File: src/rtl/core/glqr_pkg.sv
// Shared types, step codes, register map and gain coefficients for the LQR wheel controller.
package glqr_pkg;

    localparam int MUL_W  = 33;
    localparam int PROD_W = 64;

    // Register indexes on the configuration port.
    localparam logic [1:0] REG_TORQUE_GAIN = 2'd0;
    localparam logic [1:0] REG_RPM_SCALE   = 2'd1;
    localparam logic [1:0] REG_LOOP_PERIOD = 2'd2;

    // Sequencer step codes.
    localparam logic [2:0] OP_SPEED  = 3'd0;
    localparam logic [2:0] OP_POS    = 3'd1;
    localparam logic [2:0] OP_HORNER = 3'd2;
    localparam logic [2:0] OP_DOT    = 3'd3;
    localparam logic [2:0] OP_UHI    = 3'd4;
    localparam logic [2:0] OP_ULO    = 3'd5;

    localparam logic [2:0] LAST_GAIN   = 3'd5;
    localparam logic [1:0] LAST_HORNER = 2'd3;

    localparam logic signed [31:0] HALF_PI_Q16 = 32'sd102944;
    localparam logic [63:0]        TRUNC_BIAS  = 64'h0000_0000_01FF_FFFF;

    typedef struct packed {
        logic [2:0] op;
        logic [2:0] gain_idx;
        logic [1:0] horner_idx;
        logic       wb;
        logic       fin;
        logic       idle;
    } glqr_ctrl_t;

    // Cubic gain coefficients in Q16.16, highest power first.
    localparam logic signed [31:0] GLQR_COEF [0:5][0:3] = '{
        '{-32'sd14376750,  32'sd15928191, -32'sd8654173, -32'sd453883},
        '{ 32'sd95014,    -32'sd247516,   -32'sd701989,  -32'sd8546},
        '{ 32'sd934819,   -32'sd901743,    32'sd264477,  -32'sd323381},
        '{ 32'sd1721860,  -32'sd1621446,   32'sd346377,  -32'sd443974},
        '{-32'sd19381892,  32'sd19496652, -32'sd6753649,  32'sd508566},
        '{-32'sd4396037,   32'sd4454004,  -32'sd1561179,  32'sd149481}
    };

    function automatic logic signed [31:0] glqr_coef(input logic [2:0] gi, input logic [1:0] hj);
        logic signed [31:0] c;
        if (gi <= LAST_GAIN)
            c = GLQR_COEF[gi][hj];
        else
            c = '0;
        return c;
    endfunction

endpackage

File: src/rtl/core/glqr_mul.sv
// Shared signed multiplier with a registered product.
module glqr_mul
    import glqr_pkg::*;
(
    input  logic                     clk,
    input  logic signed [MUL_W-1:0]  a,
    input  logic signed [MUL_W-1:0]  b,
    output logic signed [PROD_W-1:0] prod_reg
);

    logic signed [2*MUL_W-1:0] full;

    assign full = a * b;

    always_ff @(posedge clk)
    begin
        prod_reg <= full[PROD_W-1:0];
    end

endmodule

File: src/rtl/core/glqr_seq.sv
// Step sequencer that drives the shared multiplier through one control tick.
module glqr_seq
    import glqr_pkg::*;
(
    input  logic       clk,
    input  logic       rst_n,
    input  logic       start,
    input  logic       enable,
    input  logic       slot_free,
    output glqr_ctrl_t ctrl
);

    localparam logic [1:0] ST_IDLE = 2'd0;
    localparam logic [1:0] ST_RUN  = 2'd1;
    localparam logic [1:0] ST_FIN  = 2'd2;

    logic [1:0] state_reg, state_next;
    logic       phase_reg, phase_next;
    logic [2:0] op_reg, op_next;
    logic [2:0] gi_reg, gi_next;
    logic [1:0] hj_reg, hj_next;

    always_comb
    begin
        state_next = state_reg;
        phase_next = phase_reg;
        op_next    = op_reg;
        gi_next    = gi_reg;
        hj_next    = hj_reg;
        unique case (state_reg)
            ST_IDLE:
            begin
                if (start)
                begin
                    state_next = ST_RUN;
                    phase_next = 1'b0;
                    op_next    = OP_SPEED;
                    gi_next    = 3'd0;
                    hj_next    = 2'd1;
                end
            end
            ST_RUN:
            begin
                if (!phase_reg)
                begin
                    phase_next = 1'b1;
                end
                else
                begin
                    phase_next = 1'b0;
                    unique case (op_reg)
                        OP_SPEED: op_next = OP_POS;
                        OP_POS:
                        begin
                            if (enable)
                                op_next = OP_HORNER;
                            else
                                state_next = ST_FIN;
                        end
                        OP_HORNER:
                        begin
                            if (hj_reg == LAST_HORNER)
                                op_next = OP_DOT;
                            else
                                hj_next = hj_reg + 2'd1;
                        end
                        OP_DOT:
                        begin
                            if (gi_reg == LAST_GAIN)
                            begin
                                op_next = OP_UHI;
                            end
                            else
                            begin
                                op_next = OP_HORNER;
                                gi_next = gi_reg + 3'd1;
                                hj_next = 2'd1;
                            end
                        end
                        OP_UHI:  op_next = OP_ULO;
                        default: state_next = ST_FIN;
                    endcase
                end
            end
            ST_FIN:
            begin
                if (slot_free)
                    state_next = ST_IDLE;
            end
            default: state_next = ST_IDLE;
        endcase
    end

    always_ff @(posedge clk or negedge rst_n)
    begin
        if (!rst_n)
        begin
            state_reg <= ST_IDLE;
            phase_reg <= 1'b0;
            op_reg    <= OP_SPEED;
            gi_reg    <= 3'd0;
            hj_reg    <= 2'd1;
        end
        else
        begin
            state_reg <= state_next;
            phase_reg <= phase_next;
            op_reg    <= op_next;
            gi_reg    <= gi_next;
            hj_reg    <= hj_next;
        end
    end

    assign ctrl.op         = op_reg;
    assign ctrl.gain_idx   = gi_reg;
    assign ctrl.horner_idx = hj_reg;
    assign ctrl.wb         = (state_reg == ST_RUN) && phase_reg;
    assign ctrl.fin        = (state_reg == ST_FIN) && slot_free;
    assign ctrl.idle       = (state_reg == ST_IDLE);

endmodule

File: src/rtl/core/gain_scheduled_lqr_wheel.sv
// Top level of the gain-scheduled LQR wheel controller: ports, datapath and state.
// An enabled item runs 28 multiplier steps from acceptance to its result item, a
// disabled one only the speed and position steps; each step issues, then writes back.
// One item at a time; the next item is accepted once the result is in the
// output register.
// Reset clears the position estimate, held currents and output valid, and loads the
// register defaults; no clearing pass is needed.
module gain_scheduled_lqr_wheel
    import glqr_pkg::*;
(
    input  logic         clk,
    input  logic         rst_n,
    input  logic         s_tvalid,
    output logic         s_tready,
    // pitch_angle, pitch_rate, left_leg_length, right_leg_length, left_leg_angle,
    // right_leg_angle, right_wheel_rpm, left_wheel_rpm (16 bits each), lqr_enable, zero pad
    input  logic [135:0] s_tdata,
    output logic         m_tvalid,
    input  logic         m_tready,
    // right_current [15:0], left_current [31:16], saturated [32], zero pad
    output logic [39:0]  m_tdata,
    input  logic         psel,
    input  logic         penable,
    input  logic         pwrite,
    input  logic [3:0]   paddr,
    input  logic [31:0]  pwdata,
    output logic [31:0]  prdata,
    output logic         pready
);

    // Configuration registers.
    logic [15:0] tg_reg;
    logic [23:0] scale_reg;
    logic [23:0] period_reg;

    // Captured item, reduced to what the steps need.
    logic signed [15:0] angle_reg;
    logic signed [15:0] rate_reg;
    logic        [15:0] len_reg;
    logic signed [16:0] legsum_reg;
    logic signed [16:0] rpm_diff_reg;
    logic               enable_reg;

    // Working registers.
    logic signed [31:0]       speed_reg;
    logic signed [31:0]       pos_reg;
    logic signed [31:0]       k_reg;
    logic signed [PROD_W-1:0] acc_reg;
    logic        [15:0]       u_lo_reg;
    logic signed [15:0]       held_right_reg;
    logic signed [15:0]       held_left_reg;

    // Output register.
    logic        m_tvalid_reg;
    logic [15:0] out_right_reg;
    logic [15:0] out_left_reg;
    logic        out_sat_reg;

    glqr_ctrl_t ctrl;
    logic       accept;
    logic       slot_free;
    logic       cfg_write;

    logic signed [MUL_W-1:0]  mul_a;
    logic signed [MUL_W-1:0]  mul_b;
    logic signed [PROD_W-1:0] prod;
    logic signed [31:0]       e_val;
    logic signed [31:0]       e_angle;
    logic signed [31:0]       e_rate;
    logic signed [31:0]       coef_now;
    logic signed [31:0]       coef_lead;
    logic signed [PROD_W-1:0] neg_acc;
    logic signed [32:0]       pos_sum;
    logic signed [31:0]       pos_inc;
    logic signed [PROD_W-1:0] rnd;
    logic signed [38:0]       cur;
    logic signed [15:0]       right_val;
    logic signed [15:0]       left_val;
    logic                     right_clip;
    logic                     right_min;

    assign s_tready  = ctrl.idle;
    assign accept    = s_tvalid && s_tready;
    assign slot_free = !m_tvalid_reg || m_tready;
    assign pready    = 1'b1;
    assign cfg_write = psel && penable && pwrite && pready;

    // Configuration port: register i sits at byte address 4*i.
    always_ff @(posedge clk or negedge rst_n)
    begin
        if (!rst_n)
        begin
            tg_reg     <= 16'd256;
            scale_reg  <= 24'd5531;
            period_reg <= 24'd16777;
        end
        else if (cfg_write)
        begin
            unique case (paddr[3:2])
                REG_TORQUE_GAIN: tg_reg     <= pwdata[15:0];
                REG_RPM_SCALE:   scale_reg  <= pwdata[23:0];
                REG_LOOP_PERIOD: period_reg <= pwdata[23:0];
                default:         ;
            endcase
        end
    end

    always_comb
    begin
        unique case (paddr[3:2])
            REG_TORQUE_GAIN: prdata = {16'd0, tg_reg};
            REG_RPM_SCALE:   prdata = {8'd0, scale_reg};
            REG_LOOP_PERIOD: prdata = {8'd0, period_reg};
            default:         prdata = '0;
        endcase
    end

    glqr_seq u_seq (
        .clk       (clk),
        .rst_n     (rst_n),
        .start     (accept),
        .enable    (enable_reg),
        .slot_free (slot_free),
        .ctrl      (ctrl)
    );

    glqr_mul u_mul (
        .clk      (clk),
        .a        (mul_a),
        .b        (mul_b),
        .prod_reg (prod)
    );

    // State vector element for the current gain. Angles move to Q16.16 by a shift of 4,
    // the pitch rate by 6, and the leg angle mean is the sum shifted by 3.
    assign e_angle = {{12{angle_reg[15]}}, angle_reg, 4'b0};
    assign e_rate  = {{10{rate_reg[15]}}, rate_reg, 6'b0};

    always_comb
    begin
        unique case (ctrl.gain_idx)
            3'd0:    e_val = e_angle + {{12{legsum_reg[16]}}, legsum_reg, 3'b0} - HALF_PI_Q16;
            3'd1:    e_val = e_rate;
            3'd2:    e_val = pos_reg;
            3'd3:    e_val = speed_reg;
            3'd4:    e_val = -e_angle;
            3'd5:    e_val = -e_rate;
            default: e_val = '0;
        endcase
    end

    assign coef_now  = glqr_coef(ctrl.gain_idx, ctrl.horner_idx);
    assign coef_lead = glqr_coef(ctrl.gain_idx, 2'd0);
    assign neg_acc   = -acc_reg;

    // Operand selection for the shared multiplier.
    always_comb
    begin
        unique case (ctrl.op)
            OP_SPEED:
            begin
                mul_a = {{16{rpm_diff_reg[16]}}, rpm_diff_reg};
                mul_b = {9'd0, scale_reg};
            end
            OP_POS:
            begin
                mul_a = {speed_reg[31], speed_reg};
                mul_b = {9'd0, period_reg};
            end
            OP_HORNER:
            begin
                // The first Horner step starts from the leading coefficient.
                if (ctrl.horner_idx == 2'd1)
                begin
                    mul_a = {coef_lead[31], coef_lead};
                end
                else
                begin
                    mul_a = {k_reg[31], k_reg};
                end
                mul_b = {17'd0, len_reg};
            end
            OP_DOT:
            begin
                mul_a = {k_reg[31], k_reg};
                mul_b = {e_val[31], e_val};
            end
            OP_UHI:
            begin
                // Upper part of u = floor(-sum / 2^16), that is bits 63:32 of -sum.
                mul_a = {neg_acc[63], neg_acc[63:32]};
                mul_b = {17'd0, tg_reg};
            end
            OP_ULO:
            begin
                mul_a = {17'd0, u_lo_reg};
                mul_b = {17'd0, tg_reg};
            end
            default:
            begin
                mul_a = '0;
                mul_b = '0;
            end
        endcase
    end

    // Position update with saturation to 32 bits.
    assign pos_inc = prod[55:24];
    assign pos_sum = {pos_reg[31], pos_reg} + {pos_inc[31], pos_inc};

    // Current: u * torque_gain / 2^25 cut toward zero, then clipped to 16 bits.
    assign rnd = acc_reg + (acc_reg[63] ? TRUNC_BIAS : 64'd0);
    assign cur = rnd[63:25];

    always_comb
    begin
        right_clip = 1'b0;
        if (cur > 39'sd32767)
        begin
            right_val  = 16'sh7FFF;
            right_clip = 1'b1;
        end
        else if (cur < -39'sd32768)
        begin
            right_val  = 16'sh8000;
            right_clip = 1'b1;
        end
        else
        begin
            right_val = cur[15:0];
        end
        // Negating the most negative current clips the left wheel.
        right_min = (right_val == 16'sh8000);
        left_val  = right_min ? 16'sh7FFF : -right_val;
    end

    // Input capture and step write back.
    always_ff @(posedge clk)
    begin
        if (accept)
        begin
            angle_reg    <= s_tdata[15:0];
            rate_reg     <= s_tdata[31:16];
            len_reg      <= 16'(({1'b0, s_tdata[47:32]} + {1'b0, s_tdata[63:48]}) >> 1);
            legsum_reg   <= {s_tdata[79], s_tdata[79:64]} + {s_tdata[95], s_tdata[95:80]};
            rpm_diff_reg <= {s_tdata[111], s_tdata[111:96]} - {s_tdata[127], s_tdata[127:112]};
            enable_reg   <= s_tdata[128];
            acc_reg      <= '0;
        end
        else if (ctrl.wb)
        begin
            unique case (ctrl.op)
                OP_SPEED:  speed_reg <= prod[40:9];
                OP_POS:    ;
                OP_HORNER: k_reg <= prod[47:16] + coef_now;
                OP_DOT:    acc_reg <= acc_reg + prod;
                OP_UHI:
                begin
                    u_lo_reg <= neg_acc[31:16];
                    acc_reg  <= prod;
                end
                OP_ULO:    acc_reg <= {acc_reg[47:0], 16'd0} + prod;
                default:   ;
            endcase
        end
    end

    // Position and held currents are state that persists across items.
    always_ff @(posedge clk or negedge rst_n)
    begin
        if (!rst_n)
        begin
            pos_reg        <= '0;
            held_right_reg <= '0;
            held_left_reg  <= '0;
        end
        else
        begin
            if (ctrl.wb && (ctrl.op == OP_POS))
            begin
                if (pos_sum[32] != pos_sum[31])
                    pos_reg <= pos_sum[32] ? 32'sh8000_0000 : 32'sh7FFF_FFFF;
                else
                    pos_reg <= pos_sum[31:0];
            end
            if (ctrl.fin && enable_reg)
            begin
                held_right_reg <= right_val;
                held_left_reg  <= left_val;
            end
        end
    end

    // Output register: the result waits here while the next item may be accepted.
    always_ff @(posedge clk or negedge rst_n)
    begin
        if (!rst_n)
        begin
            m_tvalid_reg <= 1'b0;
        end
        else if (ctrl.fin)
        begin
            m_tvalid_reg <= 1'b1;
        end
        else if (m_tready)
        begin
            m_tvalid_reg <= 1'b0;
        end
    end

    always_ff @(posedge clk)
    begin
        if (ctrl.fin)
        begin
            if (enable_reg)
            begin
                out_right_reg <= right_val;
                out_left_reg  <= left_val;
                out_sat_reg   <= right_clip || right_min;
            end
            else
            begin
                out_right_reg <= held_right_reg;
                out_left_reg  <= held_left_reg;
                out_sat_reg   <= 1'b0;
            end
        end
    end

    assign m_tvalid = m_tvalid_reg;
    assign m_tdata  = {7'd0, out_sat_reg, out_left_reg, out_right_reg};

    // The sequencer never writes back while the input side is open.
    a_wb_not_ready: assert property (@(posedge clk) disable iff (!rst_n)
        ctrl.wb |-> !s_tready)
        else $error("write back step while ready for input");

    // An accepted item closes the input side on the next cycle.
    a_accept_busy: assert property (@(posedge clk) disable iff (!rst_n)
        (s_tvalid && s_tready) |=> !s_tready)
        else $error("input still ready after an accepted item");

    // A result is only loaded when the output register is free.
    a_fin_slot: assert property (@(posedge clk) disable iff (!rst_n)
        ctrl.fin |-> (!m_tvalid || m_tready))
        else $error("result loaded over a pending result item");

    // A clipped result sits at a 16-bit limit.
    a_sat_limit: assert property (@(posedge clk) disable iff (!rst_n)
        (m_tvalid && m_tdata[32]) |-> (m_tdata[15:0] == 16'h7FFF || m_tdata[15:0] == 16'h8000))
        else $error("saturated flag without a limit value");

    // The two wheel currents mirror each other, but a right 8000 hex pairs with a left 7FFF hex.
    a_mirror: assert property (@(posedge clk) disable iff (!rst_n)
        m_tvalid |-> ((m_tdata[31:16] + m_tdata[15:0]) == 16'h0000 ||
                      (m_tdata[15:0] == 16'h8000 && m_tdata[31:16] == 16'h7FFF)))
        else $error("left current is not the mirror of the right current");

endmodule

File: config.mk
export PLATFORM = sky130hd
export DESIGN_NAME = gain_scheduled_lqr_wheel
export DESIGN_NICKNAME = d
export VERILOG_FILES = /design/src/rtl/core/glqr_pkg.sv /design/src/rtl/core/glqr_mul.sv /design/src/rtl/core/glqr_seq.sv /design/src/rtl/core/gain_scheduled_lqr_wheel.sv
export SDC_FILE = /design/constraint.sdc
export NUM_CORES = 2
export LEC_CHECK = 0
export ABC_CLOCK_PERIOD_IN_PS = 26600
export BUFFER_PORTS_ARGS = -buffer_cell sky130_fd_sc_hd__buf_2
export CAP_MARGIN = 0
export CELL_PAD_IN_SITES_DETAIL_PLACEMENT = 0
export CELL_PAD_IN_SITES_GLOBAL_PLACEMENT = 1
export CORE_MARGIN = 2
export CORE_UTILIZATION = 39
export DETAILED_ROUTE_END_ITERATION = 16
export PLACE_DENSITY = 0.7
export SLEW_MARGIN = 30
export SYNTH_ARGS = -nofsm -noshare
export SYNTH_HDL_FRONTEND = slang
export SYNTH_SLANG_ARGS = --single-unit
File: constraint.sdc
create_clock -name clk -period 26.6 [get_ports clk]
set_input_delay 5.32 -clock clk [delete_from_list [all_inputs] [get_ports clk]]
set_output_delay 5.32 -clock clk [all_outputs]
set_load 0.01 [all_outputs]
* Word level (Yosys, flattened, before mapping) *
Memory sizes are Yosys's and may differ from the RTL's.
Index checks and enable logic that the tools add are counted.
Widths: inputs -> output; s select.

word-level totals
  register bits after elaboration = 464
  bits in read-only memories = 1024
  output and inout bits = 75
  logic and storage cells = 164
  memories = 1

memories
  memory            words  bits a word  read ports  clocked after Yosys merged registers in  wr ports  line            source
  (name not given)  8      128          1           0                                        0         glqr_pkg.sv:48  c = GLQR_COEF[gi][hj];

cells by class
  add/subtract/negate cells = 16
  multiply operators = 1
  magnitude comparators = 5
  equal/unequal tests = 31
  multiplexer cells = 50
  bitwise operators = 3
  reduce and logical (&&, ||, !) cells = 31

operators with widths
  kind                    number
  $mux 128                2
  $pmux 33 s6             1
  $mux 32                 6
  $pmux 32 s6             1
  $pmux 64 s3             1
  $pmux 33 s5             1
  $add 64x64->64          2
  $mux 16                 5
  $pmux 24 s3             1
  $add 64x25->64          1
  $bmux 32 s2             1
  $mul 33x33->64          1
  $neg 64->64             1
  $gt 39x16->1 const B    1
  $lt 39x16->1 const B    1
  $add 16x16->17          2
  $add 32x32->33          1
  $mux 33                 1
  $add 32x32->32          1
  $neg 20->32             1
  $neg 22->32             1
  $mux 25                 1
  $mux 3                  8
  $sub 21x18->22 const B  1
  43 further kinds        94

* Depth between registers and ports, before layout *
  depth after elaboration = 9
  depth in mapped cells = 45

* Modules after synthesis *
A second synthesis with hierarchy kept.

unflattened totals
  cells, all modules = 8207
  area, all modules = 73733.2 µm²

by module, submodules not included
  module                    instances  cells an instance  area each (µm²)  sequential area each (µm²)
  glqr_mul                  1          4195               39571.7          1281.2
  gain_scheduled_lqr_wheel  1          3935               33430.8          10412.5
  glqr_seq                  1          77                 730.7            276.5

* Least setup slack after synthesis *
No wires, ideal clock.

  kind = input to output
  start point = input port paddr[2]
  end point = output port prdata[10]
  arrival time = 6592 ps
  slack = 14688 ps
  stages on the path = 4
  path buffers = 2
  path through = clkbuf_1 -> buf_1 -> mux2i_1 -> o21ai_0

between the ends
  longest elaborated chain between the ends = 2

ends and longest elaborated chain
  element                             line                             source
  start: declaration                  gain_scheduled_lqr_wheel.sv:25   input logic [3:0] paddr,
  $eq 2x2->1 (tied with other cells)  gain_scheduled_lqr_wheel.sv:110  unique case (paddr[3:2])
  $pmux 24 s3 (*)                     gain_scheduled_lqr_wheel.sv:110
  end: declaration                    gain_scheduled_lqr_wheel.sv:27   output logic [31:0] prdata,

Mark *: on every way between the ends. The rest lies on a longest branch, timed or not.

* Final worst setup path *
  start point = register angle_reg[1]
  end point = register u_mul.prod_reg[60]

between the ends
  longest elaborated chain between the ends = 5

ends and longest elaborated chain
  element                   line                             source
  start: declaration        gain_scheduled_lqr_wheel.sv:37   logic signed [15:0] angle_reg;
  start signal: assignment  gain_scheduled_lqr_wheel.sv:242  angle_reg <= s_tdata[15:0];
  $add 20x20->21            gain_scheduled_lqr_wheel.sv:142  3'd0: e_val = e_angle + {{12{legsum_reg[16]}}, legsum_reg, 3'b0} - HALF_PI_Q16;
  $sub 21x18->22            gain_scheduled_lqr_wheel.sv:142
  $pmux 32 s6 (*)           gain_scheduled_lqr_wheel.sv:141  unique case (ctrl.gain_idx)
  $pmux 33 s5 (*)           gain_scheduled_lqr_wheel.sv:159  unique case (ctrl.op)
  $mul 33x33->64 (*)        glqr_mul.sv:13                   assign full = a * b;
  named net u_mul.full[60]  glqr_mul.sv:11                   logic signed [2*MUL_W-1:0] full;
  end signal: assignment    glqr_mul.sv:17                   prod_reg <= full[PROD_W-1:0];
  end: declaration          glqr_mul.sv:8                    output logic signed [PROD_W-1:0] prod_reg

Mark *: on every way through the listed nets, which the timed path passes. The rest lies on a longest branch.
A chain may end at the register's enable or synchronous reset.

==> run metrics <==
final hold slack roughly 0.48 ns; CP endpoint kind register; number of max-cap violations 0; PostCTS Resize Cnt 0; Ys Warns 0; Max Clk Rate between 70 and 80 MHz; Final Hold Fails 0; first-pass GRT wire length between 300,000 and 400,000 um; Detail Route Antenna Nets 0; share of layout cells above drive strength 1 under 10%; # hold bufs at CTS 0; Initial Util about 40%; Worst-Margin Slew 1.10 ns; Vias per Instance roughly 5.6; post-synthesis register bit count 464; WP data arrival approximately 14 ns; Layout fillers 18,600; die area about 190,000 sq um; Port-buffer cells 220; root buffer cell clkbuf_16; clock latency on the worst-skew pair slightly above 0.7 ns; TritonCTS Buffers 55; ys flop type edfxtp_1; CTS tree done; peak per-stage delay on the critical path approximately 0.76 ns; Avg Inst Size Synth roughly 8.8 sq um; slowest cell on the critical path a2111oi_1; H-tree Lvls 2; routability cong. between 0.9 and 1; drt pass-1 iters 6; largest net degree at the start of global routing approximately 70; Slew headroom 26.0%; # Post-CTS Setup Buffers 0; Die Span Y 435 um; Cell Rows roughly 160; synth unique cells slightly above 100; fin area 78,700 sq um; Seq. cell area 12,000 sq um; RR Startpoint angle_reg[1]; vias in the first global route between 60,000 and 70,000; setup_tns 0 ns; crit path launch angle_reg[1]; DR vias around 60,000; Post-Synthesis Cell Area around 72,000 sq um; commonest non-fill, non-tap cell in the layout inv_1; placed insts 10,700; multi-input logic area ~54,000 sq um; unrepaired setup endpoints after global routing false; status finished clean; worst clock skew around 0.061 ns; drt wl/cell roughly 24 um; # IOs ~250; initial antenna violation count 23; # nets final 10,100; CP most frequent cell fa_1; Layout Cells excl Fill around 11,000; Post-route DRC 0; Final Max Tran Viols 0; DR iter-0 viols 5,136; synth-to-layout area growth 8.51%; final wirelength around 260,000 um; setup violators final 0; number of flops mapped to enable cells by yosys ~200; fin crit share between 40% and 50%; Hold Crit Start held_left_reg[7]; R2R setup slack ~13 ns; CTS clk-pin slew, worst paths 0.06 ns; CTS max path bufs 3; most frequent cells in the layout inv_1, fa_1, nand2_1; min Tclk post-route between 10 and 15 ns; post-detail-place hpwl around 200,000 um; WP data required around 27 ns; sequential area share after synthesis roughly 17%; Startpoint Class register; Post-synth ARST share slightly above 30%; min-delay worst type register to register; CP Class register to register; Max FO, Critical Path 48; Sink Count 464; area post-placement 76,800 sq um; overall routing resource usage a little over a quarter; Core Area between 150,000 and 200,000 sq um; Die X around 440 um; Syn Inst Count ~8,300; GR Overflow Total 0
## layer usage
metal | wire (um) | up-vias | track usage (%)
met2 | 121000 | 2272 | 44.7
met5 | 46 | - | 0
met1 | 103000 | 30600 | 34.6
met3 | 20100 | 511 | 4.93
met4 | 15700 | 8 | 14.2
li1 | - | 26900 | -
## stage by stage
step           utilization (%)  worst slack (ns)
2_1_floorplan                -             14.69
3_5_place_dp              41.5             13.48
3_3_place_gp              41.5             13.29
4_1_cts                   42.5             13.40
5_1_grt                   42.5             12.67
6_report                  42.5             13.32
## Yosys cell counts, types with 58 or more instances
cell type  count  area share, %
nand3_1      164            1.1
dfrtp_1      125            4.3
mux2i_1       61           0.84
nor3_1       121           0.84
a21o_1       110            1.1
a21oi_1      405            2.8
nand2b_1      78           0.67
and2_1        65           0.56
xnor2_1      244            2.9
ha_1         506            8.7
nor2b_1       58           0.50
o21ai_0      307            2.1
dfxtp_1      128            3.5
a31oi_1       58           0.50
inv_1       1410            7.3
mux2_2        77            1.2
nand2_1      917            4.7
nor2_1       738            3.8
xor2_1       104            1.3
fa_1        1113             31
edfxtp_1     196            8.1
clkbuf_1     353            1.8
## worst max-delay path: cells and delay by family (launching register included)
family,cells,cell delay (ns)
AO/OA/AOI/OAI,15,5.52
buffers and inverters,8,1.15
adder cells (fa/ha/maj),12,5.26
flip-flops,1,0.35
multiplexers,1,0.23
AND/OR/NAND/NOR,4,0.57
## area by class of cell
cell class / instances / share of cell area (%)
clock inverters: 24 / 0.270
multi-input cells: 5981 / 68.5
repair buffers: 400 / 3.15
diodes: 10 / 0.0318
well taps: 2480 / 3.94
inverters: 1414 / 6.75
flip-flops and latches: 464 / 15.2
clock buffers: 79 / 2.09
## cells by family after synthesis
family	share of synthesized area [%]
AOI/OAI and AO/OA	13.4
xor gates and xnor gates	4.20
adders and majority gates	39.6
buffers and inverters	9.67
DFF	16.5
muxes	2.07
other	0.0104
and+or+nand+nor	14.5
## worst paths after layout
check / end / depth (start not counted)
max: u_mul.prod_reg[60] / 40
min: held_left_reg[7] / 2
max reg2reg: u_mul.prod_reg[60] / 40
min reg2reg: held_left_reg[7] / 2
max in group asynchronous: scale_reg[13] / 2
min in group asynchronous: held_right_reg[7] / 1
Power is left out: the tool's default activity adds up to more than one toggle a clock period on the data nets, which glitch-free logic cannot reach.
